### src/hw/rtl/lsg_pkg.sv
package lsg_pkg;

	// Field widths.
	localparam int unsigned TEMP_W    = 16;
	localparam int unsigned LIMIT_W   = 12;
	localparam int unsigned CFG_IDX_W = 2;

	// Drift window: the oldest OLD_HALF samples against the newest NEW_HALF.
	localparam int unsigned WINDOW_LEN = 15;
	localparam int unsigned OLD_HALF   = WINDOW_LEN / 2;
	localparam int unsigned NEW_HALF   = WINDOW_LEN - OLD_HALF;
	localparam int unsigned FILL_W     = $clog2(WINDOW_LEN + 1);

	// Downstream value scaled by OLD_HALF, prepared by the front.
	localparam int unsigned X7_W    = TEMP_W + $clog2(OLD_HALF + 1);
	// Drift limit scaled by OLD_HALF * NEW_HALF.
	localparam int unsigned LIM56_W = LIMIT_W + $clog2(OLD_HALF * NEW_HALF + 1);
	// Signed accumulator for OLD_HALF * new_sum - NEW_HALF * old_sum.
	localparam int unsigned DRIFT_W = 24;

	// Sensor band, exclusive on both ends, and the held value after reset.
	localparam logic [TEMP_W-1:0] TEMP_LOW_EXCL  = 16'd1280;
	localparam logic [TEMP_W-1:0] TEMP_HIGH_EXCL = 16'd15360;
	localparam logic [TEMP_W-1:0] HOLD_RESET     = 16'd5120;

	// Register reset values.
	localparam logic [LIMIT_W-1:0] DRIFT_LIM_RESET = 12'd26;
	localparam logic [LIMIT_W-1:0] AGREE_LIM_RESET = 12'd256;
	localparam logic [LIMIT_W-1:0] TIMEOUT_RESET   = 12'd420;

	// Depth of both queues.
	localparam int unsigned QUEUE_DEPTH = 2;

	typedef enum logic [CFG_IDX_W-1:0] {
		CFG_DRIFT_LIMIT   = 2'd0,
		CFG_AGREE_LIMIT   = 2'd1,
		CFG_TIMEOUT_TICKS = 2'd2,
		CFG_UNUSED        = 2'd3
	} cfg_index_t;

	typedef enum logic [1:0] {
		ST_WAIT     = 2'd0,
		ST_SETTLED  = 2'd1,
		ST_TIMEOUT  = 2'd2,
		ST_ABORTED  = 2'd3
	} status_t;

	// Classified item handed from the front to the back.
	typedef struct packed {
		logic              abort;
		logic              agree_ok;
		logic [TEMP_W-1:0] held_down;
		logic [TEMP_W-1:0] held_up;
		logic [X7_W-1:0]   down_x7;
	} lsg_work_t;

	typedef struct packed {
		status_t           status;
		logic [TEMP_W-1:0] held_down;
		logic [TEMP_W-1:0] held_up;
	} lsg_result_t;

endpackage

### src/hw/rtl/lsg_queue.sv
module lsg_queue #(
	parameter int unsigned WIDTH = 1
) (
	input  logic             clk,
	input  logic             arst_n,
	input  logic             push,
	input  logic [WIDTH-1:0] wdata,
	output logic             full,
	input  logic             pop,
	output logic [WIDTH-1:0] rdata,
	output logic             empty
);
	import lsg_pkg::*;

	localparam int unsigned PTR_W = $clog2(QUEUE_DEPTH);
	localparam int unsigned CNT_W = $clog2(QUEUE_DEPTH + 1);

	logic [WIDTH-1:0] entry_q [QUEUE_DEPTH];
	logic [PTR_W-1:0] wr_ptr_q;
	logic [PTR_W-1:0] rd_ptr_q;
	logic [CNT_W-1:0] count_q;
	logic             do_push;
	logic             do_pop;

	assign full    = (count_q == CNT_W'(QUEUE_DEPTH));
	assign empty   = (count_q == '0);
	assign do_push = push && !full;
	assign do_pop  = pop && !empty;
	assign rdata   = entry_q[rd_ptr_q];

	always_ff @(posedge clk or negedge arst_n) begin
		if (!arst_n) begin
			wr_ptr_q <= '0;
			rd_ptr_q <= '0;
			count_q  <= '0;
		end else begin
			if (do_push) begin
				wr_ptr_q <= (wr_ptr_q == PTR_W'(QUEUE_DEPTH - 1)) ? '0 : wr_ptr_q + 1'b1;
			end
			if (do_pop) begin
				rd_ptr_q <= (rd_ptr_q == PTR_W'(QUEUE_DEPTH - 1)) ? '0 : rd_ptr_q + 1'b1;
			end
			if (do_push && !do_pop) begin
				count_q <= count_q + 1'b1;
			end else if (do_pop && !do_push) begin
				count_q <= count_q - 1'b1;
			end
		end
	end

	always_ff @(posedge clk) begin
		if (do_push) begin
			entry_q[wr_ptr_q] <= wdata;
		end
	end

endmodule

### src/hw/rtl/lsg_front.sv
module lsg_front (
	input  logic                           clk,
	input  logic                           arst_n,
	input  logic                           take,
	input  logic [lsg_pkg::TEMP_W-1:0]     down_temp,
	input  logic [lsg_pkg::TEMP_W-1:0]     up_temp,
	input  logic                           abort,
	input  logic [lsg_pkg::LIMIT_W-1:0]    agree_limit,
	output lsg_pkg::lsg_work_t             item
);
	import lsg_pkg::*;

	logic [TEMP_W-1:0] last_down_q;
	logic [TEMP_W-1:0] last_up_q;
	logic [TEMP_W-1:0] held_down;
	logic [TEMP_W-1:0] held_up;
	logic [TEMP_W-1:0] gap;
	logic              down_in_band;
	logic              up_in_band;

	assign down_in_band = (down_temp > TEMP_LOW_EXCL) && (down_temp < TEMP_HIGH_EXCL);
	assign up_in_band   = (up_temp > TEMP_LOW_EXCL) && (up_temp < TEMP_HIGH_EXCL);

	// An aborted item leaves the held values alone.
	assign held_down = (!abort && down_in_band) ? down_temp : last_down_q;
	assign held_up   = (!abort && up_in_band) ? up_temp : last_up_q;
	assign gap       = (held_down > held_up) ? held_down - held_up : held_up - held_down;

	always_comb begin
		item.abort     = abort;
		item.agree_ok  = (gap <= {{(TEMP_W - LIMIT_W){1'b0}}, agree_limit});
		item.held_down = held_down;
		item.held_up   = held_up;
		item.down_x7   = X7_W'(OLD_HALF) * {{(X7_W - TEMP_W){1'b0}}, held_down};
	end

	always_ff @(posedge clk or negedge arst_n) begin
		if (!arst_n) begin
			last_down_q <= HOLD_RESET;
			last_up_q   <= HOLD_RESET;
		end else if (take) begin
			last_down_q <= held_down;
			last_up_q   <= held_up;
		end
	end

endmodule

### src/hw/rtl/lsg_back.sv
module lsg_back (
	input  logic                           clk,
	input  logic                           arst_n,
	input  logic                           in_valid,
	input  lsg_pkg::lsg_work_t             in_item,
	output logic                           in_take,
	input  logic                           out_full,
	output logic                           out_push,
	output lsg_pkg::lsg_result_t           out_item,
	input  logic [lsg_pkg::LIMIT_W-1:0]    timeout_ticks,
	input  logic [lsg_pkg::LIM56_W-1:0]    drift_lim56
);
	import lsg_pkg::*;

	// Shift line of held downstream samples, newest at index 0.
	logic [TEMP_W-1:0]  win_q [WINDOW_LEN];
	logic [FILL_W-1:0]  fill_q;
	logic [LIMIT_W-1:0] tick_q;
	logic [DRIFT_W-1:0] drift_q;

	logic               leave_new_ok;
	logic               leave_old_ok;
	logic [DRIFT_W-1:0] x7_e;
	logic [DRIFT_W-1:0] leave_new_e;
	logic [DRIFT_W-1:0] leave_old_e;
	logic [DRIFT_W-1:0] drift_next;
	logic [DRIFT_W-1:0] drift_mag;
	logic [FILL_W-1:0]  fill_next;
	logic [LIMIT_W-1:0] tick_next;
	logic               drift_ok;
	logic               run_full;
	status_t            status;

	// The sample leaving the newest half moves into the oldest half; the one
	// leaving the oldest half drops out of the window. Both count only once
	// the current run has written that far.
	assign leave_new_ok = (fill_q >= FILL_W'(NEW_HALF));
	assign leave_old_ok = (fill_q == FILL_W'(WINDOW_LEN));
	assign x7_e         = {{(DRIFT_W - X7_W){1'b0}}, in_item.down_x7};
	assign leave_new_e  = leave_new_ok ?
		{{(DRIFT_W - TEMP_W){1'b0}}, win_q[NEW_HALF-1]} : '0;
	assign leave_old_e  = leave_old_ok ?
		{{(DRIFT_W - TEMP_W){1'b0}}, win_q[WINDOW_LEN-1]} : '0;

	// Two's complement running value of OLD_HALF*new_sum - NEW_HALF*old_sum.
	assign drift_next = drift_q + x7_e - DRIFT_W'(WINDOW_LEN) * leave_new_e
		+ DRIFT_W'(NEW_HALF) * leave_old_e;
	assign drift_mag  = drift_next[DRIFT_W-1] ? (~drift_next + 1'b1) : drift_next;
	assign drift_ok   = (drift_mag <= {{(DRIFT_W - LIM56_W){1'b0}}, drift_lim56});

	assign fill_next = leave_old_ok ? fill_q : fill_q + 1'b1;
	assign run_full  = (fill_next == FILL_W'(WINDOW_LEN));
	assign tick_next = (tick_q == '1) ? tick_q : tick_q + 1'b1;

	always_comb begin
		if (in_item.abort) begin
			status = ST_ABORTED;
		end else if (run_full && drift_ok && in_item.agree_ok) begin
			status = ST_SETTLED;
		end else if (tick_next >= timeout_ticks) begin
			status = ST_TIMEOUT;
		end else begin
			status = ST_WAIT;
		end
	end

	assign in_take  = in_valid && !out_full;
	assign out_push = in_take;

	always_comb begin
		out_item.status    = status;
		out_item.held_down = in_item.held_down;
		out_item.held_up   = in_item.held_up;
	end

	always_ff @(posedge clk or negedge arst_n) begin
		if (!arst_n) begin
			fill_q  <= '0;
			tick_q  <= '0;
			drift_q <= '0;
		end else if (in_take) begin
			if (status != ST_WAIT) begin
				fill_q  <= '0;
				tick_q  <= '0;
				drift_q <= '0;
			end else begin
				fill_q  <= fill_next;
				tick_q  <= tick_next;
				drift_q <= drift_next;
			end
		end
	end

	always_ff @(posedge clk) begin
		if (in_take && !in_item.abort) begin
			win_q[0] <= in_item.held_down;
			for (int i = 1; i < WINDOW_LEN; i++) begin
				win_q[i] <= win_q[i-1];
			end
		end
	end

`ifndef ASSERT_OFF
	a_settle_needs_agree: assert property (@(posedge clk) disable iff (!arst_n)
		out_push && out_item.status == ST_SETTLED |-> in_item.agree_ok && run_full)
		else $error("settled result without agreement or a full window");

	a_abort_status: assert property (@(posedge clk) disable iff (!arst_n)
		out_push && in_item.abort |-> out_item.status == ST_ABORTED)
		else $error("aborted item reported with another status");

	a_outcome_clears: assert property (@(posedge clk) disable iff (!arst_n)
		out_push && out_item.status != ST_WAIT
		|=> fill_q == '0 && tick_q == '0 && drift_q == '0)
		else $error("run not cleared after an outcome");

	a_drift_empty_run: assert property (@(posedge clk) disable iff (!arst_n)
		fill_q == '0 |-> drift_q == '0)
		else $error("drift accumulator nonzero with an empty run");
`endif

endmodule

### src/hw/rtl/loop_settle_gate.sv
// Coolant loop settle gate. Each item pushed is one sensor tick carrying a
// downstream and an upstream temperature (unsigned, 1/256 degC) and an abort
// flag, and each item yields exactly one result, in order: a status (0 waiting,
// 1 settled, 2 timeout, 3 aborted) plus both held temperatures. A reading
// outside the open band 5..60 degC is replaced by the last good value of that
// sensor. Once the run holds 15 samples, the run is settled when the mean of
// the newest 8 held downstream samples and the mean of the oldest 7 differ by
// at most drift_limit and the two sensors agree within agree_limit; otherwise
// it times out after timeout_ticks samples. Any outcome starts a new run, and
// the held values survive. The block takes one item per clock while the item
// queue is not full: a front stage cleans and classifies each item, a two-entry
// queue hands it to the back stage, which keeps the 15-sample shift line and a
// running drift sum updated per item, and a two-entry result queue decouples
// the consumer. A result reaches the result queue through the item queue and
// the back stage. Registers are written through the cfg channel,
// which is always ready; write them only while no item is in flight.
module loop_settle_gate (
	input  logic                             clk,
	input  logic                             arst_n,
	// Item input.
	input  logic                             push,
	output logic                             full,
	input  logic [lsg_pkg::TEMP_W-1:0]       down_temp,
	input  logic [lsg_pkg::TEMP_W-1:0]       up_temp,
	input  logic                             abort,
	// Result output.
	output logic                             empty,
	input  logic                             pop,
	output logic [1:0]                       status,
	output logic [lsg_pkg::TEMP_W-1:0]       held_down,
	output logic [lsg_pkg::TEMP_W-1:0]       held_up,
	// Register writes.
	input  logic                             cfg_valid,
	output logic                             cfg_ready,
	input  logic [lsg_pkg::CFG_IDX_W-1:0]    cfg_index,
	input  logic [lsg_pkg::LIMIT_W-1:0]      cfg_data
);
	import lsg_pkg::*;

	logic [LIMIT_W-1:0] agree_limit_q;
	logic [LIMIT_W-1:0] timeout_ticks_q;
	// The drift limit is kept pre-scaled, so the back stage compares directly.
	logic [LIM56_W-1:0] drift_lim56_q;

	logic        item_take;
	lsg_work_t   front_item;
	lsg_work_t   mid_item;
	logic        mid_full;
	logic        mid_empty;
	logic        mid_pop;
	logic        res_full;
	logic        res_push;
	lsg_result_t res_wdata;
	lsg_result_t res_head;

	assign cfg_ready = 1'b1;

	always_ff @(posedge clk or negedge arst_n) begin
		if (!arst_n) begin
			drift_lim56_q   <= LIM56_W'(OLD_HALF * NEW_HALF) *
				{{(LIM56_W - LIMIT_W){1'b0}}, DRIFT_LIM_RESET};
			agree_limit_q   <= AGREE_LIM_RESET;
			timeout_ticks_q <= TIMEOUT_RESET;
		end else if (cfg_valid && cfg_ready) begin
			case (cfg_index_t'(cfg_index))
				CFG_DRIFT_LIMIT: begin
					drift_lim56_q <= LIM56_W'(OLD_HALF * NEW_HALF) *
						{{(LIM56_W - LIMIT_W){1'b0}}, cfg_data};
				end
				CFG_AGREE_LIMIT: begin
					agree_limit_q <= cfg_data;
				end
				CFG_TIMEOUT_TICKS: begin
					timeout_ticks_q <= cfg_data;
				end
				default: begin
					// Writes to an unused index are dropped.
				end
			endcase
		end
	end

	assign full      = mid_full;
	assign item_take = push && !mid_full;

	lsg_front u_front (
		.clk         (clk),
		.arst_n      (arst_n),
		.take        (item_take),
		.down_temp   (down_temp),
		.up_temp     (up_temp),
		.abort       (abort),
		.agree_limit (agree_limit_q),
		.item        (front_item)
	);

	lsg_queue #(
		.WIDTH ($bits(lsg_work_t))
	) u_mid_queue (
		.clk    (clk),
		.arst_n (arst_n),
		.push   (item_take),
		.wdata  (front_item),
		.full   (mid_full),
		.pop    (mid_pop),
		.rdata  (mid_item),
		.empty  (mid_empty)
	);

	lsg_back u_back (
		.clk           (clk),
		.arst_n        (arst_n),
		.in_valid      (!mid_empty),
		.in_item       (mid_item),
		.in_take       (mid_pop),
		.out_full      (res_full),
		.out_push      (res_push),
		.out_item      (res_wdata),
		.timeout_ticks (timeout_ticks_q),
		.drift_lim56   (drift_lim56_q)
	);

	lsg_queue #(
		.WIDTH ($bits(lsg_result_t))
	) u_res_queue (
		.clk    (clk),
		.arst_n (arst_n),
		.push   (res_push),
		.wdata  (res_wdata),
		.full   (res_full),
		.pop    (pop),
		.rdata  (res_head),
		.empty  (empty)
	);

	assign status    = res_head.status;
	assign held_down = res_head.held_down;
	assign held_up   = res_head.held_up;

endmodule
### config.mk
export PLATFORM = sky130hd
export DESIGN_NAME = loop_settle_gate
export DESIGN_NICKNAME = d
export VERILOG_FILES = /design/src/hw/rtl/lsg_pkg.sv /design/src/hw/rtl/lsg_queue.sv /design/src/hw/rtl/lsg_front.sv /design/src/hw/rtl/lsg_back.sv /design/src/hw/rtl/loop_settle_gate.sv
export SDC_FILE = /design/constraint.sdc
export NUM_CORES = 1
export LEC_CHECK = 0
export ABC_AREA = 1
export BUFFER_PORTS_ARGS = -buffer_cell sky130_fd_sc_hd__buf_2
export CORE_MARGIN = 4
export CORE_UTILIZATION = 63
export CTS_CLUSTER_DIAMETER = 100
export CTS_CLUSTER_SIZE = 30
export DETAILED_ROUTE_END_ITERATION = 16
export HOLD_SLACK_MARGIN = 0.1
export PLACE_DENSITY = 0.88
export RECOVER_POWER = 50
export SKIP_CTS_REPAIR_TIMING = 1
export SYNTH_ARGS = -nofsm -noshare
export SYNTH_HDL_FRONTEND = slang
export SYNTH_SLANG_ARGS = --single-unit
### constraint.sdc
create_clock -name clk -period 13.75 [get_ports clk]
set_clock_uncertainty 0.2 [all_clocks]
set_input_delay 2.75 -clock clk [delete_from_list [all_inputs] [get_ports clk]]
set_output_delay 2.75 -clock clk [all_outputs]
set_load 0.05 [all_outputs]
# Yosys cells after proc, flatten, opt, wreduce, memory -nomap -nowiden

Memory sizes are Yosys's and may differ from the RTL's.
Index checks and enable logic that the tools add are counted.

Memories kept: 3
Output and inout port bits: 37
Bits of input ports: 52
Bits in registers: 119
RAM bits: 414
Word-level logic and storage cells: 117

Order comparisons: 9
$add $sub $neg: 16
Multiplexer cells: 28
Eq/ne operators: 7
Bitwise operators: 1
Multipliers: 3
Reductions and logical operators: 36

Memories:

| memory              | depth | width | read ports | clocked after memory_dff | wr ports | line            | RTL |
|---|---|---|---|---|---|---|---|
| u_back.win_q        | 15    | 16    | 15         | 0                        | 15       | lsg_back.sv:16  | `logic [TEMP_W-1:0] win_q [WINDOW_LEN];` |
| u_mid_queue.entry_q | 2     | 53    | 1          | 0                        | 1        | lsg_queue.sv:18 | `logic [WIDTH-1:0] entry_q [QUEUE_DEPTH];` |
| u_res_queue.entry_q | 2     | 34    | 1          | 0                        | 1        | lsg_queue.sv:18 |  |

Operator list:

| operator                                                                           | count |
|---|---|
| 16-bit 2-to-1 mux                                                                  | 5 |
| 24-bit 2-to-1 mux                                                                  | 2 |
| 16-bit by 11-bit greater-than comparator with 1-bit output (second input constant) | 2 |
| 16-bit by 14-bit less-than comparator with 1-bit output (second input constant)    | 2 |
| 16-bit subtractor                                                                  | 2 |
| 24-bit by 1-bit adder with 24-bit output (second input constant)                   | 1 |
| 24-bit by 19-bit adder with 24-bit output                                          | 1 |
| 24-bit adder                                                                       | 1 |
| 24-bit by 18-bit <= comparator with 1-bit output                                   | 1 |
| 4-bit by 24-bit multiplier with 24-bit output (first input constant)               | 1 |
| 12-bit 2-to-1 mux                                                                  | 2 |
| 24-bit inverter                                                                    | 1 |
| 24-bit subtractor                                                                  | 1 |
| 3-bit by 16-bit multiplier with 19-bit output (first input constant)               | 1 |
| 1-bit logical AND                                                                  | 17 |
| 16-bit greater-than comparator                                                     | 1 |
| 16-bit by 12-bit <= comparator with 1-bit output                                   | 1 |
| 3-bit by 12-bit multiplier with 15-bit output (first input constant)               | 1 |
| 2-bit 2-to-1 mux                                                                   | 7 |
| 12-bit by 1-bit adder with 12-bit output (second input constant)                   | 1 |
| 12-bit equality test (second input constant)                                       | 1 |
| 12-bit greater-or-equal comparator                                                 | 1 |
| 1-bit zero test                                                                    | 10 |
| 1-bit 2-to-1 mux                                                                   | 10 |
| 12 further kinds                                                                   | 27 |

# Logic depth before layout (Yosys ltp)

Gate-level depths: netlist (run 1).

Word-level depth: 15
Gate-level depth with buffers: 47
Gate-level depth less buffers: 44

# By module

Synthesis (run 1) repeated with hierarchy kept, for this count alone.

Cell total of the unflattened synthesis: 3123
Area, all modules: 29787.3 sq um

By module, submodules not included:

| module                   | seq. area each (sq um) | area each (sq um) | cells each | instances |
|---|---|---|---|---|
| lsg_back                 | 8207.9                 | 15448.6           | 1480       | 1 |
| lsg_front                | 805.8                  | 5116.2            | 833        | 1 |
| lsg_queue at u_mid_queue | 3283.1                 | 4110.2            | 308        | 1 |
| lsg_queue at u_res_queue | 2142.1                 | 2711.4            | 209        | 1 |
| loop_settle_gate         | 988.4                  | 2401.1            | 293        | 1 |

# Worst setup path before layout (run 1)

OpenSTA, ideal clock, no wires.

Path kind: register -> register
Start point: register u_mid_queue.rd_ptr_q
End point: memory u_back.win_q[0][0], enable pin
Path buffers: 2
Period minus slack after synthesis: 12.470 ns
Cell stages (with the launch flop): 8
Setup slack: 1.280 ns
Data arrival time: 11.426 ns
Data required time: 12.706 ns
Setup time: 0.844 ns
Cells stage by stage: dfrtp_1 -> clkbuf_1 -> inv_2 -> or2_2 -> o21ai_1 -> clkbuf_1 -> inv_1 -> nor2_1

RTL lines:

| element                | line            | RTL |
|---|---|---|
| start, declared        | lsg_queue.sv:20 | `logic [PTR_W-1:0] rd_ptr_q;` |
| start signal, assigned | lsg_queue.sv:41 | `rd_ptr_q <= (rd_ptr_q == PTR_W'(QUEUE_DEPTH - 1)) ? '0 : rd_ptr_q + 1'b1;` |
| end, declared          | lsg_back.sv:16  |  |

==> flow_summary.yaml, run 1 <==
global_routing:
  grt_pass1_wl_mm: 98.7
  grt_pass1_vias: 18700
  grt_usage: 0.263
  grt_max_degree: 232
  antenna_found_initial: 0
  overflow: 0
critical_path:
  startpoint: "u_mid_queue.rd_ptr_q"
  worstReg2RegStart: "u_mid_queue.rd_ptr_q"
  ff2ff_setup_slack_ns: 4.63
  worstReg2RegEnd: "u_res_queue.entry_q[0][33]"
  endpoint_kind: "flop"
  crit_path_frequent_cell: "nand2_1"
  crit_arrival_ns: 9.14
  r2r_cells: 35
  slowest_delay_ns: 1.31
  required_ns: 13.77
  path_class: "reg -> reg"
  cp_max_fo: 53
  crit_slowest_cell: "inv_1"
  cp-start-kind: "flop"
  cp_top_family: "simple AND/OR/NAND/NOR gates"
  path_buf_inv: 7
clocking:
  cts_buffers: 23
  cts_tree: "done"
  cts-root-buf: "clkbuf_16"
  clockBufferDepth: 3
  clk_pin_slew_ns: 0.11
  clkLatencyLatePin_ns: 0.59
  htree_levels: 1
  cts_sinks: 531
placement:
  hpwl_mm: 46.4
  pre_cts_slack_ns: 4.26
  io_buffers: 87
  place_congestion: 0.940
  dp_cells: 3332
synth:
  synth_async_sr_flop_share: 0.224
  yosysMostFrequentCell: "nand2_1"
  ys_top_cells_by_area: "edfxtp_1 44%, nand2_1 9.7%, dfrtp_1 9.4%, fa_1 7.3%, ha_1 6.6%"
  ys.flop_type: "edfxtp_1"
  netlist_area_um2: 27900
  yosysTopAreaCellShare: 0.444
  synth_common_cells: "718 x nand2_1, 417 x inv_1, 412 x edfxtp_1"
  syn_area_per_cell_um2: 10.3
  yosysTopAreaCell: "edfxtp_1"
  ys_ff_latch: 531
  synth_edf_count: 412
  ys_warn_count: 0
  synth_nets: 3008
  synth.distinct_cells: 53
  synth-seq-area-share: 0.552
  synthCells: 2706
cells_and_area:
  nets: 3074
  num_antenna_cells: 0
  fill_cells: 3172
  drive_gt1_frac: 0.0706
  finish.utilization: 0.683
  synthToLayoutAreaGrowth_pct: 6.32
  instances_no_fill: 3374
sta:
  setup_viol_count_final: 0
  finalWorstSetupSlack_ns: 4.63
  min_period_ns: 9.12
  fmax_mhz: 110
  period_share: 0.663
  worst_slew_pin_slew_ns: 4.02
  maxSlewHeadroom: -1.68
  final.setup.tns_ns: 0
  rsz0062_at_grt: "false"
  drv_slew: 474
  finalHoldViolCount: 0
detailed_routing:
  detail-route-antenna-nets: 0
  viasPerCell: 5.60
  wl_per_cell_um: 18.6
  firstDrtPassIters: 6
  drtIter0Drc: 1693
  dr_total_vias: 18900
  finalWirelength_mm: 62.8
  drcViolationCount: 0
hold_path:
  hold_path_end: "u_back.win_q[1][60]"
  hold_start: "u_back.win_q[1][44]"
  hold_path_class: "reg -> reg"
  min_path_cells: 0
status:
  status: "finished, violations left"
  violations: "max-capacitance violations, max-slew violations"
die:
  ios: 89
  die_h_um: 218
  core_area_um2: 43400
  die-area_um2: 47600
  num_rows: 76
  floorplan.initialDensity: 0.642
  die_w_um: 218
job:
  drv_cap: 9
## per-stage QoR
stage / hold slack, ns / area (um^2)
after floorplan: 0.200 / 27900
after global placement: 0.201 / 29000
after detailed placement: 0.205 / 29000
after CTS: 0.218 / 29700
after global routing: 0.219 / 29600
final: 0.218 / 29600
## flip-flops by register name, indices dropped and copies added, names as in the netlist, 2 cells and up
| name | cells |
|---|---|
| timeout_ticks_q | 12 |
| u_res_queue.entry_q | 68 |
| u_front.last_down_q | 16 |
| u_back.fill_q | 4 |
| agree_limit_q | 12 |
| drift_lim56_q | 15 |
| u_front.last_up_q | 16 |
| u_back.win_q | 240 |
| u_mid_queue.count_q | 2 |
| u_res_queue.count_q | 2 |
| u_back.drift_q | 24 |
| u_back.tick_q | 12 |
| u_mid_queue.entry_q | 104 |
## per-layer routing
| layer | routed length [um] | vias up | track usage |
|---|---|---|---|
| li1 | - | 8913 | - |
| met1 | 26300 | 9162 | 0.362 |
| met2 | 30600 | 693 | 0.442 |
| met3 | 3550 | 122 | 0.0277 |
| met4 | 2410 | 0 | 0.0923 |
| met5 | 0 | - | 0 |
## final cells by class
class | instances | area [um^2] | area share
multi-input cells | 1681 | 10600 | 0.359
clock buffers | 36 | 624 | 0.0211
inverters | 431 | 1620 | 0.0547
well taps | 585 | 732 | 0.0247
repair buffers | 104 | 551 | 0.0186
flip-flops and latches | 531 | 15400 | 0.519
clock inverters | 6 | 93.8 | 0.00317
## placed cells by master, fill, tap and decap left out, types with 4 or more instances in the layout
| master | synthesis | layout |
|---|---|---|
| nand2_1 | 718 | 718 |
| a21oi_1 | 95 | 95 |
| nand4_1 | 57 | 57 |
| nand2_2 | 13 | 13 |
| o21ai_0 | 140 | 141 |
| o21bai_1 | 6 | 6 |
| inv_1 | 417 | 418 |
| edfxtp_1 | 412 | 412 |
| a21o_1 | 6 | 6 |
| nand3_1 | 76 | 76 |
| nand3b_1 | 5 | 5 |
| mux2i_1 | 8 | 8 |
| nor2_4 | 2 | 4 |
| nor2_1 | 143 | 141 |
| clkbuf_16 | 0 | 23 |
| or2_2 | 16 | 16 |
| xor2_1 | 56 | 56 |
| nor3_1 | 12 | 12 |
| dfstp_2 | 14 | 14 |
| ha_1 | 148 | 148 |
| nor2_2 | 6 | 6 |
| a21boi_0 | 5 | 5 |
| a31oi_1 | 4 | 4 |
| fa_1 | 102 | 102 |
| inv_2 | 10 | 9 |
| a211oi_1 | 5 | 4 |
| o22ai_1 | 4 | 4 |
| nor4_1 | 9 | 9 |
| clkbuf_1 | 52 | 21 |
| buf_2 | 2 | 85 |
| dfrtp_1 | 105 | 104 |
| buf_4 | 2 | 10 |
| xnor2_1 | 17 | 17 |
| o31ai_1 | 4 | 4 |
## worst max path at each step
stage / cells past startpoint / endpoint / slack [ns]
global route: 32 / u_mid_queue.entry_q[0][51] / 4.04
CTS: 28 / u_mid_queue.entry_q[0][51] / 4.88
detailed placement: 28 / u_mid_queue.entry_q[0][51] / 4.26
finish: 35 / u_res_queue.entry_q[0][33] / 4.63
floorplan: 7 / u_back.win_q[0][0] / 1.28
global placement: 32 / u_mid_queue.entry_q[0][51] / 4.46
## cell families after synthesis
kind of cell,synth area share
simple gates,0.159
compound gates,0.0556
mux,0.00288
other cells,0.000135
buf+inv,0.0681
fa+ha+maj,0.140
flops,0.552
xor+xnor,0.0230
Power of run 1 is left out: the tool's default activity adds up to more than one toggle a clock period on the data nets, which glitch-free logic cannot reach.
==> run 2: changes to the inputs <==
--- a/config.mk
+++ b/config.mk
@@ -5,7 +5,7 @@
 export SDC_FILE = /design/constraint.sdc
 export NUM_CORES = 1
 export LEC_CHECK = 0
-export ABC_AREA = 1
+export ABC_AREA = 0
 export BUFFER_PORTS_ARGS = -buffer_cell sky130_fd_sc_hd__buf_2
 export CORE_MARGIN = 4
 export CORE_UTILIZATION = 63
==> constraint.sdc (replaced) <==
create_clock -name clk -period 8.4 [get_ports clk]
set_clock_uncertainty 0.2 [all_clocks]
set_input_delay 1.68 -clock clk [delete_from_list [all_inputs] [get_ports clk]]
set_output_delay 1.68 -clock clk [all_outputs]
set_load 0.05 [all_outputs]
==> run 2 against run 1 <==
Effect of this change:
- the flow still finishes with violations (max-capacitance violations, max-slew violations)
- die area down 3.5%
- global-route usage shrank 3.6 points
- routed wire length down 16%
- cell count decreased by 22%
- sequential share of layout area rose by 1.4 points
- via count shrank 18%
- count of clock-buffer cells in the layout down 1
- critical path depth decreased by 6
- largest cell class unchanged
- highest routed layer is now met5
==> flow_summary.yaml, run 2 <==
status:
  status: "finished, violations left"
  violations: "max-capacitance violations, max-slew violations"
die:
  die-area_um2: 46000
  core_area_um2: 42000
  num_rows: 75
  die_w_um: 214
  ios: 89
  die_h_um: 214
  floorplan.initialDensity: 0.639
critical_path:
  slowest_delay_ns: 0.54
  crit_arrival_ns: 8.38
  ff2ff_setup_slack_ns: 0.26
  crit_slowest_cell: "fa_1"
  cp_max_fo: 14
  worstReg2RegStart: "u_back.fill_q[0]"
  path_class: "reg -> reg"
  required_ns: 8.64
  crit_end: "u_back.drift_q[22]"
  r2r_cells: 29
  crit_path_frequent_cell: "fa_1"
  cp-start-kind: "flop"
  endpoint_kind: "flop"
  startpoint: "u_back.fill_q[0]"
  worstReg2RegEnd: "u_back.drift_q[22]"
synth:
  yosysTopAreaCell: "edfxtp_1"
  netlist_area_um2: 26800
  ys_warn_count: 0
  synthCells: 1985
  synth_async_sr_flop_share: 0.224
  synth_common_cells: "412 x edfxtp_1, 229 x inv_1, 148 x ha_1"
  synth.distinct_cells: 81
  synth_edf_count: 412
  syn_area_per_cell_um2: 13.5
  ys.flop_type: "edfxtp_1"
  synth-seq-area-share: 0.572
  synth_nets: 2287
  yosysMostFrequentCell: "edfxtp_1"
  ys_top_cells_by_area: "edfxtp_1 46%, dfrtp_1 9.8%, fa_1 7.6%, ha_1 6.9%, mux2_2 5.5%"
  ys_ff_latch: 531
  yosysTopAreaCellShare: 0.461
cells_and_area:
  top_register: "u_back.win_q"
  layout_commonest_cell: "edfxtp_1"
  reg_top3: "u_back.win_q: 240 flops, u_mid_queue.entry_q: 104 flops, u_res_queue.entry_q: 68 flops"
  num_antenna_cells: 0
  fin_area_um2: 28800
  fill_cells: 2803
  synthToLayoutAreaGrowth_pct: 7.43
  drive_gt1_frac: 0.142
  nets: 2388
  largest_reg_flops: 240
  instances_no_fill: 2641
  layout_common_cells: "412 x edfxtp_1, 229 x inv_1, 148 x ha_1"
sta:
  maxSlewHeadroom: -1.25
  drv_slew: 349
  final.setup.tns_ns: 0
  finalHoldViolCount: 0
  fmax_mhz: 123
  setup_viol_count_final: 0
  period_share: 0.969
  worst_slew_pin_slew_ns: 3.37
  finalWorstSetupSlack_ns: 0.257
  min_period_ns: 8.14
clocking:
  clockBufferDepth: 3
  cts_tree: "done"
  htree_levels: 1
  cts_sinks: 531
  cts-root-buf: "clkbuf_16"
  cts_buffers: 22
  clk_pin_slew_ns: 0.11
  clkLatencyLatePin_ns: 0.57
global_routing:
  use_met1: 0.305
  grt_util_met3: 0.0271
  grt_pass1_wl_mm: 84.4
  grt_max_degree: 221
  antenna_found_initial: 1
  grt_usage: 0.227
  overflow: 0
  grt_use_met2: 0.395
  top_usage_layer: "met2"
  grt_pass1_vias: 16000
detailed_routing:
  drcViolationCount: 0
  finalWirelength_mm: 52.6
  firstDrtPassIters: 5
  drtIter0Drc: 1346
  dr_total_vias: 15600
  viasPerCell: 5.90
  detail-route-antenna-nets: 0
  wl_per_cell_um: 19.9
placement:
  hpwl_mm: 38.1
  place_congestion: 0.903
  io_buffers: 87
  placed_area_um2: 28100
  dp_cells: 2593
  pre_cts_slack_ns: -0.185
hold_path:
  hold_start: "u_back.win_q[0][0]"
  hold_path_class: "reg -> reg"
job:
  drv_cap: 8
run 2: changes by cell type in the layout (fill, tap and decap cells not counted), moves of 26 or more:
cell,previous run,this run
nand4_1,57,13
xnor2_1,17,61
buf_4,10,38
inv_1,418,229
a21oi_1,95,65
nor2_1,141,70
nand2_1,718,116
mux2_2,0,99
o21ai_0,141,57
nand3_1,76,21
mux2i_1,8,36
a21o_1,6,32
mux2_1,0,32
run 2: cells by family (layout without fill, tap and decap cells):
logic type / count (synthesis) / in the layout / share of synthesized area
adders and majority gates: 254 / 254 / 0.147
buffers and inverters: 287 / 404 / 0.0409
other: 1 / 1 / 0.000140
DFF: 531 / 531 / 0.572
xor gates and xnor gates: 93 / 93 / 0.0303
and+or+nand+nor: 350 / 350 / 0.0647
muxes: 168 / 168 / 0.0687
AOI/OAI and AO/OA: 301 / 301 / 0.0764
run 2: critical path: cells and delay by family (launching register included):
family,cells,cell delay (ns)
adder cells (fa/ha/maj),7,2.89
AO/OA/AOI/OAI,10,2.61
AND/OR/NAND/NOR,6,1.04
buffers and inverters,4,0.51
flip-flops,1,0.46
XOR/XNOR,1,0.17
multiplexers,1,0.12
run 2: worst min path at each step:
stage / to / slack, ns / depth (start not counted)
6_report: u_back.win_q[0][16] / 0.22 / 0
5_1_grt: u_back.win_q[0][32] / 0.23 / 0
4_1_cts: u_back.win_q[1][99] / 0.22 / 0
3_5_place_dp: u_back.win_q[0][21] / 0.20 / 0
3_3_place_gp: u_back.win_q[0][21] / 0.20 / 0
2_1_floorplan: u_back.win_q[0][100] / 0.20 / 0
run 2: final cells by class:
cell class | instances | area, um^2 | area share
inverter | 229 | 860 | 0.0298
clock buffer | 35 | 599 | 0.0208
timing repair buffer | 135 | 785 | 0.0272
tap | 539 | 674 | 0.0234
clock inverter | 5 | 62.6 | 0.00217
multi-input combinational | 1167 | 10500 | 0.364
sequential | 531 | 15400 | 0.533
run 2: through the flow:
step | utilization | hold slack (ns)
5_1_grt | 0.686 | 0.234
2_1_floorplan | - | 0.200
6_report | 0.686 | 0.222
4_1_cts | 0.684 | 0.225
3_5_place_dp | 0.668 | 0.205
3_3_place_gp | 0.668 | 0.201
run 2: metal layers:
layer | vias to the layer above | wire [um]
met5 | - | 20
met3 | 92 | 2530
li1 | 7270 | -
met4 | 2 | 1550
met1 | 7769 | 21900
met2 | 438 | 26600
Power of run 2 is left out for the same reason.
